## config.mk

```make
export PLATFORM = sky130hd
export DESIGN_NAME = sbs_ram
export DESIGN_NICKNAME = d
export VERILOG_FILES = /design/src/design/sbs_ram.sv
export SDC_FILE = /design/constraint.sdc
export NUM_CORES = 1
export LEC_CHECK = 0
export BUFFER_PORTS_ARGS = -buffer_cell sky130_fd_sc_hd__buf_2
export CORE_ASPECT_RATIO = 1.4
export CORE_MARGIN = 2
export CORE_UTILIZATION = 25
export DETAILED_ROUTE_END_ITERATION = 10
export GPL_TIMING_DRIVEN = 0
export PLACE_DENSITY_LB_ADDON = 0.2
export SETUP_SLACK_MARGIN = 0.15
export SYNTH_ARGS = -nofsm -noshare
export SYNTH_HDL_FRONTEND = slang
export SYNTH_SLANG_ARGS = --single-unit
```

## constraint.sdc

```tcl
create_clock -name clock -period 2.23 [get_ports clock]
set_input_delay 0.1115 -clock clock [delete_from_list [all_inputs] [get_ports clock]]
set_output_delay 0.1115 -clock clock [all_outputs]
set_load 0.005 [all_outputs]
```

## src/design/sbs_ram.sv

```systemverilog
`default_nettype none
module sbs_ram #(
   parameter int WIDTH = 8,
   parameter int DEPTH = 16
) (
   input  wire logic                     clock,
   input  wire logic                     wr_en,
   input  wire logic [$clog2(DEPTH)-1:0] wr_addr,
   input  wire logic [WIDTH-1:0]         wr_data,
   input  wire logic                     rd_en,
   input  wire logic [$clog2(DEPTH)-1:0] rd_addr,
   output logic      [WIDTH-1:0]         rd_data
);

   logic [WIDTH-1:0] mem_ff [DEPTH];
   logic [WIDTH-1:0] rd_data_ff;

   always_ff @(posedge clock) begin
      if (wr_en) begin
         mem_ff[wr_addr] <= wr_data;
      end
      if (rd_en) begin
         rd_data_ff <= mem_ff[rd_addr];
      end
   end

   assign rd_data = rd_data_ff;

endmodule
`default_nettype wire

```

==> summary.md <==
| Metric | Value |
|---|---|
| Worst Setup SP | mem_ff[0][1]$_DFFE_PP_ |
| Mean post-synth cell area | between 20 and 25 µm² |
| Critical path fanouts, max | 1 |
| Antenna viol nets, final | 0 |
| TritonCTS Buffers | 17 |
| Congestion Overflow GR | 0 |
| Final min period | 1.64 ns |
| Final slew viol count | 0 |
| Commonest cells after routing, fill and taps aside | 136 x edfxtp_1, 29 x buf_2, 18 x mux4_2 |
| Type of origin of the critical path | register |
| Total track usage | 10.9% |
| Ys async rst share | 0% |
| Die width | around 130 µm |
| Total power | 5.80 mW |
| Largest net degree at the start of global routing | 17 |
| Critical path required time | 2.38 ns |
| Reg2reg start | mem_ff[0][1]$_DFFE_PP_ |
| Routed Wire Length | ~11 mm |
| Die Y-Extent | 175 µm |
| Number of synthesized flops with an enable pin | 136 |
| First-pass GRT wire length | 16.8 mm |
| Total die area | 22100 µm² |
| 1st-iter DRT viols | around 160 |
| Antenna violations before repair | 0 |
| Slowest CP cell | mux4_1 |
| Post-CTS Setup Bufs | 0 |
| Sequential area share after synthesis | 78.1% |
| Max cap viols | 0 |
| Vias | 2436 |
| Maximum level of the CTS H-tree | 4 |
| # diodes | 0 |
| Vias/cell | 4.47 |
| CTS sink count | about 140 |
| Rows | 62 |
| Synth unique cells | 18 |
| Worst slew pin tran | between 0.9 and 1 ns |
| Comb power frac | 4.9% |
| P_sw | 1.18 mW |
| Ys Warns | 0 |
| DP HPWL | about 7.5 mm |
| Most common cell after layout, fill and taps aside | edfxtp_1 |
| Rel. slew slack | about two fifths |
| Max frequency | slightly above 600 MHz |
| CTS Hold Bufs | 0 |
| Worst VDD drop | 0.492 mV |
| Starting Density | 25.4% |
| I/O pin count | 27 |
| LEAKAGE | between 2 and 2.5 nW |
| Number of global-route vias before repair | 2554 |
| Pwr Density | 927 nW/µm² |
| Yosys top cell by area | edfxtp_1 |
| First-pass iteration count of the detailed router | 4 |
| Core box area | 20600 µm² |
| Syn nets | 248 |
| Clock Latency Late Sink | 0.41 ns |
| CP Class | register to register |
| Post-Layout Cell Count | 545 |
| Final setup violation count | 0 |
| P_int | between 4 and 5 mW |
| Crit path cell chain | mux4_1 -> a22oi_1 -> nand2_1 |
| Status | completed |
| Buffers added on ports | 25 |
| Clock power share | 45.3% |
| CTS resizes | 0 |
| Worst-path clk slew | 0.06 ns |
| Yosys top cell area share | 78.1% |
| Netlist area before placement | 5230 µm² |
| Sw Ratio | 20.4% |
| Drt drc | 0 |
| Placed cells | 512 |
| Most area-consuming cells after synthesis | edfxtp_1 78%, mux4_2 7.8%, mux4_1 7.0%, a22oi_1 2.3%, nor2_1 0.93% |
| GP Congestion | 0.805 |
| Main synth FF type | edfxtp_1 |
| Clock root buffer master | clkbuf_16 |
| Clock skew | 0.00621 ns |
| Crit. End Element | register |
| Crit path DAT | 1.78 ns |
| Final #Nets | 295 |
| Hold path startpoint | rd_en |
| Final Cycle Share | roughly 73% |
| Hold Fails Final Rpt | 0 |
| Seq cells post-synth | 136 |
| Type of the most critical hold path | primary input to register |
| Unrepaired setup endpoints after global routing | no |
| Drt wl/cell | about 21 µm |
| Bufs on Longest Clock Path | 2 |
| Max stage delay on crit path | 0.57 ns |
| Seq pwr share | 49.8% |
| CTS tree | yes |
| Area delta synth->final | 19.7% |
| Share of layout cells above drive strength 1 | between 20% and 30% |
| Mapped Cells | 229 |
critical path: cells and delay by family, from the launching register on:
kind	cells	cell delay [ns]
AOI/OAI and AO/OA	1	0.34
and+or+nand+nor	1	0.11
muxes	1	0.57
DFF	1	0.36
cells by family after synthesis:
group | share of synthesized area, %
compound gates | 2.30
buf+inv | 1.65
flops | 78.1
mux | 14.8
simple gates | 3.14
final cells by class:
| type | count | area (µm²) |
|---|---|---|
| flip-flops and latches | 136 | 4080 |
| plain buffers | 10 | 86.3 |
| fillers | 1968 | 14300 |
| repair buffers | 28 | 145 |
| multi-input cells | 83 | 1060 |
| clock buffers | 18 | 429 |
| clock inverters | 14 | 133 |
| well taps | 256 | 320 |
metrics by stage:
stage	worst slack [ns]	hold WS, ns	util, %	area, µm²	setup TNS [ns]
6_report	0.594	0.0379	30.5	6260	0
2_1_floorplan	0.626	0.210	-	5230	0
3_5_place_dp	-0.0831	0.454	27.7	5690	-0.658
3_3_place_gp	-0.0351	0.458	27.6	5670	-0.277
4_1_cts	0.377	0.0228	30.4	6250	0
5_1_grt	0.473	0.0352	30.5	6260	0
synth_stat cells, types with 2 or more instances:
master / number
a22oi_1: 16
buf_2: 3
buf_6: 3
clkdlybuf4s25_2: 3
edfxtp_1: 136
mux4_1: 14
mux4_2: 18
nand2_1: 9
nand2b_1: 2
nand3b_1: 2
nor2_1: 13
nor3_1: 4
flip-flops by register name, indices dropped and copies added (netlist names):
register  flops
rd_data       8
mem_ff      128
power by group through the flow:
stage	Sequential, mW	Clock (mW)	Combinational, mW
finish	2.89	2.63	0.282
global route	2.90	2.80	0.308
CTS	2.89	2.69	0.288
detailed placement	2.95	0	0.287
global placement	2.94	0	0.283
floorplan	2.95	0	0.145
worst paths after layout:
check	to	depth (start not counted)	slack [ns]
setup reg to reg	rd_data[1]$_DFFE_PP_	3	0.59
hold reg to reg	rd_data[3]$_DFFE_PP_	3	0.77
hold / removal	rd_data[0]$_DFFE_PP_	1	0.04
setup / recovery	rd_data[1]$_DFFE_PP_	3	0.59
per-layer routing:
layer / share of wire (%) / vias to the layer above / wire, µm / GRT usage [%]
li1: - / 1078 / - / -
met1: 43 / 1282 / 4830 / 13.2
met2: 51 / 61 / 5760 / 18.1
met3: 4.3 / 15 / 488 / 3.21
met4: 2.1 / 0 / 237 / 4.58
met5: 0 / - / 0 / 0
(Power assumes the default switching activity.)
